$ cat config.mk
export PLATFORM = sky130hd
export DESIGN_NAME = index_pulse_tachometer_top_flat
export DESIGN_NICKNAME = d
export VERILOG_FILES = /design/src/rtl/itp_pkg.sv /design/src/rtl/itp_if.sv /design/src/rtl/itp_div.sv /design/src/rtl/itp_seq.sv /design/src/rtl/index_pulse_tachometer_top.sv /design/src/flat_wrapper.sv
export SDC_FILE = /design/constraint.sdc
export NUM_CORES = 1
export LEC_CHECK = 0
export BUFFER_PORTS_ARGS = -buffer_cell sky130_fd_sc_hd__clkbuf_2
export CORE_ASPECT_RATIO = 1.2
export CORE_MARGIN = 2
export CORE_UTILIZATION = 50
export CTS_BUF_LIST = sky130_fd_sc_hd__clkbuf_4 sky130_fd_sc_hd__clkbuf_8 sky130_fd_sc_hd__clkbuf_16
export CTS_CLUSTER_SIZE = 8
export DETAILED_ROUTE_END_ITERATION = 16
export PLACE_DENSITY = 0.68
export SLEW_MARGIN = 10
export SYNTH_ARGS = -nofsm -noshare
export SYNTH_HDL_FRONTEND = slang
export SYNTH_HIERARCHICAL = 1
export SYNTH_SLANG_ARGS = --single-unit
$ cat constraint.sdc
create_clock -name clk -period 5.74 [get_ports clk]
set_input_delay 1.148 -clock clk [delete_from_list [all_inputs] [get_ports clk]]
set_output_delay 1.148 -clock clk [all_outputs]
set_load 0.02 [all_outputs]
$ cat src/rtl/itp_pkg.sv
`timescale 1ns / 1ps
`default_nettype none

package itp_pkg;

  // Widths of the measurement datapath.
  localparam int TIME_W  = 32;
  localparam int ANGLE_W = 16;
  localparam int SCALE_W = 48;
  localparam int VEL_W   = 32;
  localparam int TICK_W  = 32;
  localparam int CNT_W   = $clog2(SCALE_W + 1);

  localparam logic [SCALE_W-1:0] SCALE_RESET = 48'd411774832280;
  localparam logic [VEL_W-1:0]   VEL_MAX     = '1;

  localparam logic OP_CROSS = 1'b0;
  localparam logic OP_QUERY = 1'b1;

  typedef enum logic [2:0] {
    ST_IDLE,
    ST_CALC,
    ST_VEL,
    ST_ANG,
    ST_DONE
  } seq_state_t;

  typedef struct packed {
    logic               start;
    logic [TIME_W-1:0]  rem_init;
    logic [SCALE_W-1:0] dividend;
    logic [TIME_W-1:0]  divisor;
    logic [CNT_W-1:0]   nbits;
  } div_req_t;

  typedef struct packed {
    logic               busy;
    logic               done;
    logic [SCALE_W-1:0] quot;
  } div_rsp_t;

  typedef struct packed {
    logic               valid;
    logic [VEL_W-1:0]   velocity;
    logic [ANGLE_W-1:0] angle;
  } result_t;

endpackage

`default_nettype wire

$ cat src/rtl/itp_if.sv
`timescale 1ns / 1ps
`default_nettype none

interface itp_in_if;
  logic                      valid;
  logic                      ready;
  logic                      opcode;
  logic [itp_pkg::TICK_W-1:0] time_ticks;

  modport source (output valid, output opcode, output time_ticks, input ready);
  modport sink   (input valid, input opcode, input time_ticks, output ready);
endinterface

interface itp_out_if;
  logic                        valid;
  logic                        ready;
  logic [itp_pkg::VEL_W-1:0]   velocity;
  logic [itp_pkg::ANGLE_W-1:0] angle;

  modport source (output valid, output velocity, output angle, input ready);
  modport sink   (input valid, input velocity, input angle, output ready);
endinterface

interface itp_cfg_if;
  logic                        valid;
  logic                        ready;
  logic [itp_pkg::SCALE_W-1:0] velocity_scale;

  modport source (output valid, output velocity_scale, input ready);
  modport sink   (input valid, input velocity_scale, output ready);
endinterface

`default_nettype wire

$ cat src/rtl/itp_div.sv
`timescale 1ns / 1ps
`default_nettype none

// Restoring divider, one quotient bit per cycle. The remainder can be
// preloaded so that a fraction num/den can be developed directly.
module itp_div (
  input  logic              clk,
  input  logic              rst_n,
  input  itp_pkg::div_req_t req,
  output itp_pkg::div_rsp_t rsp
);

  logic [itp_pkg::TIME_W-1:0]  rem_r;
  logic [itp_pkg::TIME_W-1:0]  rem_nxt;
  logic [itp_pkg::TIME_W-1:0]  den_r;
  logic [itp_pkg::SCALE_W-1:0] dvd_r;
  logic [itp_pkg::SCALE_W-1:0] quo_r;
  logic [itp_pkg::CNT_W-1:0]   cnt_r;
  logic                        done_r;
  logic [itp_pkg::TIME_W:0]    trial;
  logic [itp_pkg::TIME_W:0]    diff;
  logic                        fits;

  // The remainder stays below the divisor, so the trial value fits one extra bit
  // and a clear top bit of the difference means the divisor went in.
  always_comb begin
    trial   = {rem_r, dvd_r[itp_pkg::SCALE_W-1]};
    diff    = trial - {1'b0, den_r};
    fits    = ~diff[itp_pkg::TIME_W];
    rem_nxt = fits ? diff[itp_pkg::TIME_W-1:0] : trial[itp_pkg::TIME_W-1:0];
  end

  always_ff @(posedge clk) begin
    if (!rst_n) begin
      cnt_r  <= '0;
      done_r <= 1'b0;
    end else begin
      done_r <= 1'b0;
      if (req.start) begin
        cnt_r <= req.nbits;
      end else if (cnt_r != '0) begin
        cnt_r <= cnt_r - itp_pkg::CNT_W'(1);
        if (cnt_r == itp_pkg::CNT_W'(1)) begin
          done_r <= 1'b1;
        end
      end
    end
  end

  always_ff @(posedge clk) begin
    if (req.start) begin
      rem_r <= req.rem_init;
      den_r <= req.divisor;
      dvd_r <= req.dividend;
      quo_r <= '0;
    end else if (cnt_r != '0) begin
      rem_r <= rem_nxt;
      dvd_r <= {dvd_r[itp_pkg::SCALE_W-2:0], 1'b0};
      quo_r <= {quo_r[itp_pkg::SCALE_W-2:0], fits};
    end
  end

  assign rsp.busy = (cnt_r != '0);
  assign rsp.done = done_r;
  assign rsp.quot = quo_r;

endmodule

`default_nettype wire

$ cat src/rtl/itp_seq.sv
`timescale 1ns / 1ps
`default_nettype none

// Sequencer: holds the crossing times, forms elapsed and period, and runs
// the shared divider first for velocity and then, when the elapsed time is below the period, for the angle fraction.
module itp_seq (
  input  logic                        clk,
  input  logic                        rst_n,
  input  logic                        in_valid,
  input  logic                        in_opcode,
  input  logic [itp_pkg::TICK_W-1:0]  in_time,
  output logic                        in_ready,
  input  logic [itp_pkg::SCALE_W-1:0] scale,
  output itp_pkg::div_req_t           div_req,
  input  itp_pkg::div_rsp_t           div_rsp,
  output itp_pkg::result_t            res,
  input  logic                        res_ready
);

  itp_pkg::seq_state_t         state_r, state_nxt;
  logic [itp_pkg::TIME_W-1:0]  latest_r, latest_nxt;
  logic [itp_pkg::TIME_W-1:0]  prev_r, prev_nxt;
  logic [itp_pkg::TIME_W-1:0]  elapsed_r, elapsed_nxt;
  logic [itp_pkg::TIME_W-1:0]  period_r, period_nxt;
  logic                        use_per_r, use_per_nxt;
  logic [itp_pkg::VEL_W-1:0]   vel_r, vel_nxt;
  logic [itp_pkg::ANGLE_W-1:0] ang_r, ang_nxt;
  logic [itp_pkg::TIME_W-1:0]  now;
  logic [itp_pkg::TIME_W-1:0]  den;
  logic                        use_per_c;

  assign now      = itp_pkg::TIME_W'(in_time);
  assign in_ready = (state_r == itp_pkg::ST_IDLE);

  always_comb begin
    state_nxt   = state_r;
    latest_nxt  = latest_r;
    prev_nxt    = prev_r;
    elapsed_nxt = elapsed_r;
    period_nxt  = period_r;
    use_per_nxt = use_per_r;
    vel_nxt     = vel_r;
    ang_nxt     = ang_r;
    use_per_c   = (elapsed_r < period_r);
    den         = use_per_c ? period_r : elapsed_r;
    div_req     = '0;
    unique case (state_r)
      itp_pkg::ST_IDLE: begin
        if (in_valid) begin
          if (in_opcode == itp_pkg::OP_CROSS) begin
            prev_nxt   = latest_r;
            latest_nxt = now;
          end else begin
            elapsed_nxt = now - latest_r;
            period_nxt  = latest_r - prev_r;
            state_nxt   = itp_pkg::ST_CALC;
          end
        end
      end
      itp_pkg::ST_CALC: begin
        use_per_nxt = use_per_c;
        if (den == '0) begin
          // A zero divisor can only occur on the deceleration branch.
          vel_nxt   = itp_pkg::VEL_MAX;
          ang_nxt   = '0;
          state_nxt = itp_pkg::ST_DONE;
        end else begin
          div_req.start    = 1'b1;
          div_req.rem_init = '0;
          div_req.dividend = scale;
          div_req.divisor  = den;
          div_req.nbits    = itp_pkg::CNT_W'(itp_pkg::SCALE_W);
          state_nxt        = itp_pkg::ST_VEL;
        end
      end
      itp_pkg::ST_VEL: begin
        if (div_rsp.done) begin
          if (div_rsp.quot[itp_pkg::SCALE_W-1:itp_pkg::VEL_W] != '0) begin
            vel_nxt = itp_pkg::VEL_MAX;
          end else begin
            vel_nxt = div_rsp.quot[itp_pkg::VEL_W-1:0];
          end
          if (use_per_r) begin
            div_req.start    = 1'b1;
            div_req.rem_init = elapsed_r;
            div_req.dividend = '0;
            div_req.divisor  = period_r;
            div_req.nbits    = itp_pkg::CNT_W'(itp_pkg::ANGLE_W);
            state_nxt        = itp_pkg::ST_ANG;
          end else begin
            ang_nxt   = '0;
            state_nxt = itp_pkg::ST_DONE;
          end
        end
      end
      itp_pkg::ST_ANG: begin
        if (div_rsp.done) begin
          ang_nxt   = div_rsp.quot[itp_pkg::ANGLE_W-1:0];
          state_nxt = itp_pkg::ST_DONE;
        end
      end
      itp_pkg::ST_DONE: begin
        if (res_ready) begin
          state_nxt = itp_pkg::ST_IDLE;
        end
      end
      default: begin
        state_nxt = itp_pkg::ST_IDLE;
      end
    endcase
  end

  always_ff @(posedge clk) begin
    if (!rst_n) begin
      state_r  <= itp_pkg::ST_IDLE;
      latest_r <= '0;
      prev_r   <= '0;
    end else begin
      state_r  <= state_nxt;
      latest_r <= latest_nxt;
      prev_r   <= prev_nxt;
    end
  end

  always_ff @(posedge clk) begin
    elapsed_r <= elapsed_nxt;
    period_r  <= period_nxt;
    use_per_r <= use_per_nxt;
    vel_r     <= vel_nxt;
    ang_r     <= ang_nxt;
  end

  assign res.valid    = (state_r == itp_pkg::ST_DONE);
  assign res.velocity = vel_r;
  assign res.angle    = ang_r;

endmodule

`default_nettype wire

$ cat src/rtl/index_pulse_tachometer_top.sv
`timescale 1ns / 1ps
`default_nettype none

// Index pulse tachometer.
// The input channel carries transactions of two kinds: a barrier crossing
// (opcode 0) stamps the crossing time and shifts the older one out, and a
// query (opcode 1) asks for velocity and position at its own timestamp.
// Only a query produces a transaction on the output channel, carrying the
// velocity in rad/s (unsigned Q16.16, saturated) and the position within
// the turn as an unsigned Q0.16 fraction.
// A crossing is absorbed in the cycle it is accepted and the input stays
// ready. Unless the divisor is zero, a query runs through one shared
// restoring divider that yields one quotient bit per cycle: a 48-bit
// velocity quotient and, when the position is interpolated, a 16-bit
// fraction. The input is not ready while a query is in flight, on the
// interpolating, the deceleration and the zero-divisor branch alike, so a
// new query is taken only after the last result has left the sequencer.
// The cfg channel is always ready and writes the velocity scale; write it
// only while no query is in flight.
// Reset clears both crossing times to zero, loads the default scale and
// empties the output register. If the receiver stalls, the result waits in
// the output register and the input takes crossings and one more query;
// that query then holds the input off until the output register frees up.
module index_pulse_tachometer_top (
  input  logic        clk,
  input  logic        rst_n,
  itp_in_if.sink      in_ch,
  itp_out_if.source   out_ch,
  itp_cfg_if.sink     cfg_ch
);

  logic [itp_pkg::SCALE_W-1:0] scale_r;
  logic                        out_valid_r;
  logic [itp_pkg::VEL_W-1:0]   out_vel_r;
  logic [itp_pkg::ANGLE_W-1:0] out_ang_r;
  logic                        seq_ready;
  logic                        res_ready;
  itp_pkg::div_req_t           div_req;
  itp_pkg::div_rsp_t           div_rsp;
  itp_pkg::result_t            res;

  // The scale register accepts a write on every cycle.
  assign cfg_ch.ready = 1'b1;

  always_ff @(posedge clk) begin
    if (!rst_n) begin
      scale_r <= itp_pkg::SCALE_RESET;
    end else if (cfg_ch.valid) begin
      scale_r <= cfg_ch.velocity_scale;
    end
  end

  assign in_ch.ready = seq_ready;

  itp_seq u_seq (
    .clk       (clk),
    .rst_n     (rst_n),
    .in_valid  (in_ch.valid),
    .in_opcode (in_ch.opcode),
    .in_time   (in_ch.time_ticks),
    .in_ready  (seq_ready),
    .scale     (scale_r),
    .div_req   (div_req),
    .div_rsp   (div_rsp),
    .res       (res),
    .res_ready (res_ready)
  );

  itp_div u_div (
    .clk   (clk),
    .rst_n (rst_n),
    .req   (div_req),
    .rsp   (div_rsp)
  );

  // Output register: a finished result is parked here so the sequencer can
  // return to idle while the receiver holds off.
  assign res_ready = ~out_valid_r | out_ch.ready;

  always_ff @(posedge clk) begin
    if (!rst_n) begin
      out_valid_r <= 1'b0;
    end else if (res_ready) begin
      out_valid_r <= res.valid;
    end
  end

  always_ff @(posedge clk) begin
    if (res_ready && res.valid) begin
      out_vel_r <= res.velocity;
      out_ang_r <= res.angle;
    end
  end

  assign out_ch.valid    = out_valid_r;
  assign out_ch.velocity = out_vel_r;
  assign out_ch.angle    = out_ang_r;

  // The sequencer must never restart the divider in the middle of a division.
  a_div_idle_on_start: assert property (@(posedge clk) disable iff (!rst_n)
    div_req.start |-> !div_rsp.busy)
    else $error("divider started while busy");

  // A query occupies the block, so the input drops ready right after it.
  a_query_blocks: assert property (@(posedge clk) disable iff (!rst_n)
    (in_ch.valid && in_ch.ready && (in_ch.opcode == itp_pkg::OP_QUERY))
      |=> !in_ch.ready)
    else $error("input still ready after a query transaction");

  // A crossing is absorbed at once and leaves the input ready.
  a_cross_absorbed: assert property (@(posedge clk) disable iff (!rst_n)
    (in_ch.valid && in_ch.ready && (in_ch.opcode == itp_pkg::OP_CROSS))
      |=> in_ch.ready)
    else $error("input not ready after a crossing transaction");

  // A new output transaction only appears after the sequencer finished one.
  a_out_from_seq: assert property (@(posedge clk) disable iff (!rst_n)
    $rose(out_valid_r) |-> $past(res.valid))
    else $error("output valid without a finished result");

endmodule

`default_nettype wire
$ cat src/flat_wrapper.sv
// flat-port wrapper written by rule: the top's interface ports become plain ports
module index_pulse_tachometer_top_flat 
  (clk, rst_n, in_ch_valid, in_ch_opcode, in_ch_time_ticks, in_ch_ready, out_ch_valid, out_ch_velocity, out_ch_angle, out_ch_ready, cfg_ch_valid, cfg_ch_velocity_scale, cfg_ch_ready);
  itp_in_if in_ch_i ();
  itp_out_if out_ch_i ();
  itp_cfg_if cfg_ch_i ();
  input  logic clk;
  input  logic rst_n;
  input wire logic [$bits(in_ch_i.valid)-1:0] in_ch_valid;
  input wire logic [$bits(in_ch_i.opcode)-1:0] in_ch_opcode;
  input wire logic [$bits(in_ch_i.time_ticks)-1:0] in_ch_time_ticks;
  output wire logic [$bits(in_ch_i.ready)-1:0] in_ch_ready;
  output wire logic [$bits(out_ch_i.valid)-1:0] out_ch_valid;
  output wire logic [$bits(out_ch_i.velocity)-1:0] out_ch_velocity;
  output wire logic [$bits(out_ch_i.angle)-1:0] out_ch_angle;
  input wire logic [$bits(out_ch_i.ready)-1:0] out_ch_ready;
  input wire logic [$bits(cfg_ch_i.valid)-1:0] cfg_ch_valid;
  input wire logic [$bits(cfg_ch_i.velocity_scale)-1:0] cfg_ch_velocity_scale;
  output wire logic [$bits(cfg_ch_i.ready)-1:0] cfg_ch_ready;
  assign in_ch_i.valid = in_ch_valid;
  assign in_ch_i.opcode = in_ch_opcode;
  assign in_ch_i.time_ticks = in_ch_time_ticks;
  assign in_ch_ready = in_ch_i.ready;
  assign out_ch_valid = out_ch_i.valid;
  assign out_ch_velocity = out_ch_i.velocity;
  assign out_ch_angle = out_ch_i.angle;
  assign out_ch_i.ready = out_ch_ready;
  assign cfg_ch_i.valid = cfg_ch_valid;
  assign cfg_ch_i.velocity_scale = cfg_ch_velocity_scale;
  assign cfg_ch_ready = cfg_ch_i.ready;
  index_pulse_tachometer_top u_core (.clk(clk), .rst_n(rst_n), .in_ch(in_ch_i), .out_ch(out_ch_i), .cfg_ch(cfg_ch_i));
endmodule
==> reports/qor.csv, run 1 <==
metric;value;unit
status;finished, final reports clean;
PD cells;458;mW/mm²
Post-route DRC;0;
Hold WS;414;ps
vias after detailed routing;15919;
Max-Cap Viols;0;
Leak;0.0103;µW
largest net degree at the start of global routing;200;
area of the mapped netlist;0.0230;mm²
Yosys warning count;6;
antenna-violating nets left;0;
Synth top cells by count;330 x nand2_1, 273 x edfxtp_1, 209 x a21oi_1;
Nets;2559;
H-tree levels;2;
FP Rows;86;
per-cell routed wire length;15.9;µm
synth unique cells;85;
Most used DFF post-synth;edfxtp_1;
initial antenna violation count;1;
Yosys top cell area share;35.6;%
DRT Pass-1 Iters;7;
Worst Path Max Fanout;199;
CTS Hold Buffers Added;0;
layout cells sized above 1;14.3;%
Antenna Diode Count;0;
r2r setup slk;960;ps
Multi-input gate area;0.0103;mm²
post-place setup slack;1070;ps
Fin. Hold Viols;0;
crit path DAT;5110;ps
synthesized flop and latch total;444;
fmax;209;MHz
Area growth syn-to-layout;13.1;%
vias in the first global route;15693;
FFs w/ async S/R, synth;0;%
Min-Delay Path Class;reg2reg;
setup TNS;0;ps
area post-placement;0.0241;mm²
CTS root buf;clkbuf_16;
relative slew slack;20.4;%
critical path endpoint category;register;
Syn Area/Cell;10.3;µm²
final count of pins violating max slew;0;
clock slew at reported path FFs;50;ps
Die Area;0.0478;mm²
PortBufs;135;
DIE HEIGHT;239;µm
most frequent cell after synthesis;nand2_1;
First DRT Iteration DRCs;763;
unrepaired setup endpoints after global routing;no;
Non-Filler Instances;3009;
die width;200;µm
first-pass GRT wire length;78.4;mm
final number of setup-violating endpoints;0;
Sink Count;444;
fillcell total;3945;
WS Path Type;reg2reg;
TritonCTS clock tree;yes;
clk_lat worst skew;620;ps
worst setup slack after layout;962;ps
routability cong.;0.946;
Starting Density;50.3;%
core area;0.0457;mm²
CTS max path bufs;3;
I/O Pins;137;
cells after synthesis;2236;
register area;0.0116;mm²
leading area contributor after synthesis;edfxtp_1;
Post-CTS Setup Repair Bufs;0;
HPWL Detailed;33.6;mm
total routed wirelength;47.8;mm
EDFF count, synth;273;
TritonCTS Buffers;61;
Seq/Total Area, Yosys;50.5;%
Worst EP required;6070;ps
Placed Cells;2896;
top cells by area, synth;edfxtp_1 36%, dfxtp_1 15%, ha_1 6.9%, nand2_1 5.4%, a21oi_1 4.5%;
period utilization;83.2;%
global route overflow;0;
min cycle time layout;4780;ps
DR vias/cell;5.29;
post-CTS sizing;0;
Setup crit start kind;register;
Total GRT Usage;20.2;%
design area;0.0260;mm²
actual slew at the worst max-slew pin;1190;ps
Clock Skew;40.8;ps
maximum VDD drop;289;µV
[cell type report]
| type | count | share of cell area [%] |
|---|---|---|
| multi-input cells | 1530 | 39.5 |
| clock buffers | 109 | 7.24 |
| well taps | 616 | 2.96 |
| repair buffers | 150 | 3.12 |
| flip-flops and latches | 444 | 44.6 |
| inverters | 156 | 2.25 |
| clock inverters | 4 | 0.327 |
[registers in the layout, summed over array words and instances (netlist names), 3 cells and up]
| register | cells |
|---|---|
| u_core/out_ch.angle | 16 |
| u_core/out_ch.velocity | 32 |
| u_core/scale_r | 48 |
| u_core/u_div/cnt_r | 6 |
| u_core/u_div/den_r | 32 |
| u_core/u_div/dvd_r | 48 |
| u_core/u_div/quo_r | 48 |
| u_core/u_div/rem_r | 32 |
| u_core/u_seq/ang_r | 16 |
| u_core/u_seq/elapsed_r | 32 |
| u_core/u_seq/latest_r | 32 |
| u_core/u_seq/period_r | 32 |
| u_core/u_seq/prev_r | 32 |
| u_core/u_seq/state_r | 3 |
| u_core/u_seq/vel_r | 32 |
[path summary, 6_finish.rpt]
path	startpoint	end	depth (start not counted)
min reg2reg	u_core/u_seq/vel_r[7]	u_core/out_ch.velocity[7]	0
max	u_core/u_seq/elapsed_r[29]	u_core/u_div/dvd_r[15]	10
max reg2reg	u_core/u_seq/elapsed_r[29]	u_core/u_div/dvd_r[15]	10
min	u_core/u_seq/vel_r[7]	u_core/out_ch.velocity[7]	0
[worst max-delay path: stages (launching register included)]
cell and delay (ps):
edfxtp_1 450, ha_1 350, nand4_1 170, nor4_1 440, nand2_1 150, o41ai_1 570
o211a_2 750, nand2b_4 260, or2_4 120, buf_12 620, mux2_2 430
[metal layers]
metal  wire [µm]  global-route usage (%)  part of all wire, %
met1       21600                    26.0                   45
met2       22900                    34.2                   48
met3        1920                    3.23                  4.0
met4        1400                    7.27                  2.9
met5          13                       0                0.027
[cell families (layout without fill, tap and decap cells)]
logic type      Yosys count  count (layout)  synth area share (%)
simple gates            696             696                  14.9
compound gates          490             490                  13.5
flops                   444             444                  50.5
buf+inv                 265             419                  5.03
fa+ha+maj               130             130                  7.16
mux                     121             121                  5.53
xor+xnor                 88              88                  3.43
other cells               2               5                0.0326
[report_power, final]
| group | total (µW) | switching [µW] | internal, µW | leakage, µW |
|---|---|---|---|---|
| Combinational | 3820 | 2210 | 1610 | 0.00537 |
| Clock | 3550 | 1330 | 2220 | 0.00101 |
| Sequential | 4570 | 300 | 4270 | 0.00397 |
| Total | 11900 | 3840 | 8090 | 0.0103 |
[placed cells by master, fill, tap and decap left out, drive strengths merged, types with 10 or more instances in the layout]
cell type and count:
a21o 59, a21oi 210, a22o 33, a31oi 10, and2 102, buf 15
clkbuf 244, dfxtp 171, edfxtp 273, ha 127, inv 156, mux2 49
mux2i 72, nand2 330, nand2b 54, nand3 19, nand4 22, nor2 51
nor2b 39, nor3 17, nor4 27, o21a 17, o21ai 80, xnor2 67
xor2 21
[metrics by stage]
step	total power [µW]	util (%)
finish	11900	57.0
detailed placement	8440	52.6
global route	12700	57.0
floorplan	7600	-
global placement	8360	52.6
CTS	12100	56.9
Power figures use the tool's default switching activity.
==> inputs of run 2 (changes only) <==
- clock period: 5.74 -> 4.6 ns (I/O delays scaled with it)
==> reports/qor.csv, run 2 (synthesis results as in run 1) <==
metric;value;unit;change
total routed wirelength;48.1;mm;+0.57%
critical path endpoint category;register;;
initial antenna violation count;1;;unchanged
design area;0.0263;mm²;+0.95%
Hold WS;410;ps;-3.96 ps
FP Rows;86;;unchanged
DR vias/cell;5.26;;-0.61%
Register-to-Register Path Depth;11;;+1
Fin. Hold Viols;0;;unchanged
NetSw;4890;µW;+27%
relative slew slack;20.0;%;-0.43 points
final number of setup-violating endpoints;0;;unchanged
clock slew at reported path FFs;50;ps;about the same
Slowest-stage cell, CP;o41ai_1;;
vias after detailed routing;15869;;-0.31%
PD cells;582;mW/mm²;+27%
CTS root buf;clkbuf_16;;
period utilization;86.7;%;+3.5 points
HPWL Detailed;34.3;mm;+2.0%
TritonCTS Buffers;66;;+8.2%
Antenna Diode Count;0;;unchanged
combinational fraction of design power;31.3;%;-0.7 points
Area growth syn-to-layout;14.2;%;
Worst Path Max Fanout;90;;-55%
die width;200;µm;unchanged
commonest non-fill, non-tap cell in the layout;nand2_1;;
Seq pwr share;37.3;%;-1.0 points
DRT Pass-1 Iters;5;;-2
maximum VDD drop;323;µV;+12%
setup TNS;0;ps;unchanged
fillcell total;3913;;-0.81%
Post-CTS Setup Repair Bufs;0;;unchanged
area post-placement;0.0241;mm²;+0.20%
WS Path Type;reg2reg;;
final count of pins violating max slew;0;;unchanged
GR Layer Usage met1;25.3;%;-0.72 points
Worst EP required;4920;ps;-1150 ps
Post-route DRC;0;;unchanged
most frequent cells in the layout;329 x nand2_1, 273 x edfxtp_1, 209 x a21oi_1;;
core area;0.0457;mm²;unchanged
global route overflow;0;;unchanged
Total GRT Usage;20.5;%;+0.28 points
Max-Cap Viols;0;;unchanged
min cycle time layout;3990;ps;-790 ps
crit-path cells;inv_1 -> ha_1 -> nand4_1 -> nor4_1 -> nand2_1 -> o41ai_1 -> o211a_2 -> nand2b_4 -> or2_4 -> buf_12 -> mux2_2;;
Nets;2567;;+0.31%
Hold Path Cell Cnt;0;;unchanged
Setup crit start kind;register;;
CTS Hold Buffers Added;0;;unchanged
PortBufs;135;;unchanged
GR peak layer;met2;;
routability cong.;0.863;;-8.8%
Leak;0.0105;µW;+1.1%
per-cell routed wire length;15.9;µm;+0.27%
H-tree levels;3;;+1
Die Area;0.0478;mm²;unchanged
CTS max path bufs;3;;unchanged
Clock Skew;30.9;ps;-9.90 ps
Placed Cells;2899;;+0.10%
Sink Count;444;;unchanged
I/O Pins;137;;unchanged
crit path DAT;4310;ps;-800 ps
met2 usage;35.5;%;+1.3 points
TritonCTS clock tree;yes;;
layout cells sized above 1;14.6;%;+0.28 points
Non-Filler Instances;3018;;+0.30%
Starting Density;50.3;%;unchanged
First DRT Iteration DRCs;746;;-2.2%
antenna-violating nets left;0;;unchanged
Finished Core Util;57.5;%;+0.54 points
largest net degree at the start of global routing;110;;-45%
clk_lat worst skew;600;ps;-20 ps
Sw Share;31.9;%;-0.27 points
status;finished, final reports clean;;
vias in the first global route;15789;;+0.61%
fmax;251;MHz;+20%
Min-Delay Path Class;reg2reg;;
biggest regs;u_core/scale_r (48), u_core/u_div/dvd_r (48), u_core/u_div/quo_r (48);;
post-CTS sizing;0;;unchanged
first-pass GRT wire length;78.3;mm;-0.11%
Clk pwr share;31.4;%;+1.6 points
DIE HEIGHT;239;µm;unchanged
slowest cell delay on critical path;640;ps;-110 ps
unrepaired setup endpoints after global routing;no;;
actual slew at the worst max-slew pin;1200;ps;+6.52 ps
Int Power;10400;µW;+29%
met3 GRT Util;3.09;%;-0.14 points
==> run 2: changes by cell type in the layout (fill, tap and decap cells not counted), moves of 2 or more <==
cell | previous run | this run
clkinv_8 | 0 | 2
clkbuf_16 | 61 | 67
clkbuf_4 | 48 | 43
buf_12 | 2 | 4
==> run 2: metal layers <==
metal	share of wire, %	vias to the layer above
li1	-	8101
met1	44	7368
met2	50	305
met3	3.5	95
met4	3.0	0
met5	0	-
==> run 2: final cells by class <==
cell class | count | area, µm² | share of cell area [%]
clock buffers | 111 | 2010 | 7.66
inverters | 156 | 586 | 2.23
flip-flops and latches | 444 | 11600 | 44.2
multi-input cells | 1530 | 10300 | 39.1
repair buffers | 153 | 861 | 3.27
clock inverters | 8 | 160 | 0.609
well taps | 616 | 771 | 2.93
==> run 2: worst max-delay path, delay by kind of cell, from the launching register on <==
family	cells	cell delay, ps
mux	1	390
fa+ha+maj	1	310
compound gates	2	950
simple gates	5	1150
flops	1	420
buf+inv	2	430
==> run 2: per-stage QoR <==
| stage | power, µW | setup slack (ps) |
|---|---|---|
| finish | 15300 | 612 |
| CTS | 15500 | 655 |
| detailed placement | 10600 | 524 |
| global placement | 10500 | 615 |
| global route | 16300 | 474 |
| floorplan | 9470 | 137 |
==> run 2: path summary, 6_finish.rpt <==
kind	end	slack (ps)	startpoint
max reg2reg	u_core/u_div/dvd_r[20]	610	u_core/u_seq/period_r[31]
min	u_core/out_ch.angle[4]	410	u_core/u_seq/ang_r[4]
max	u_core/u_div/dvd_r[20]	610	u_core/u_seq/period_r[31]
min reg2reg	u_core/out_ch.angle[4]	410	u_core/u_seq/ang_r[4]
==> run 2: power by group through the flow <==
stage	sequential (µW)	clock [µW]	combinational [µW]
2_1_floorplan	5670	0	3800
3_3_place_gp	5780	0	4670
3_5_place_dp	5790	0	4790
4_1_cts	5720	4930	4810
5_1_grt	5810	5100	5360
6_report	5720	4810	4790
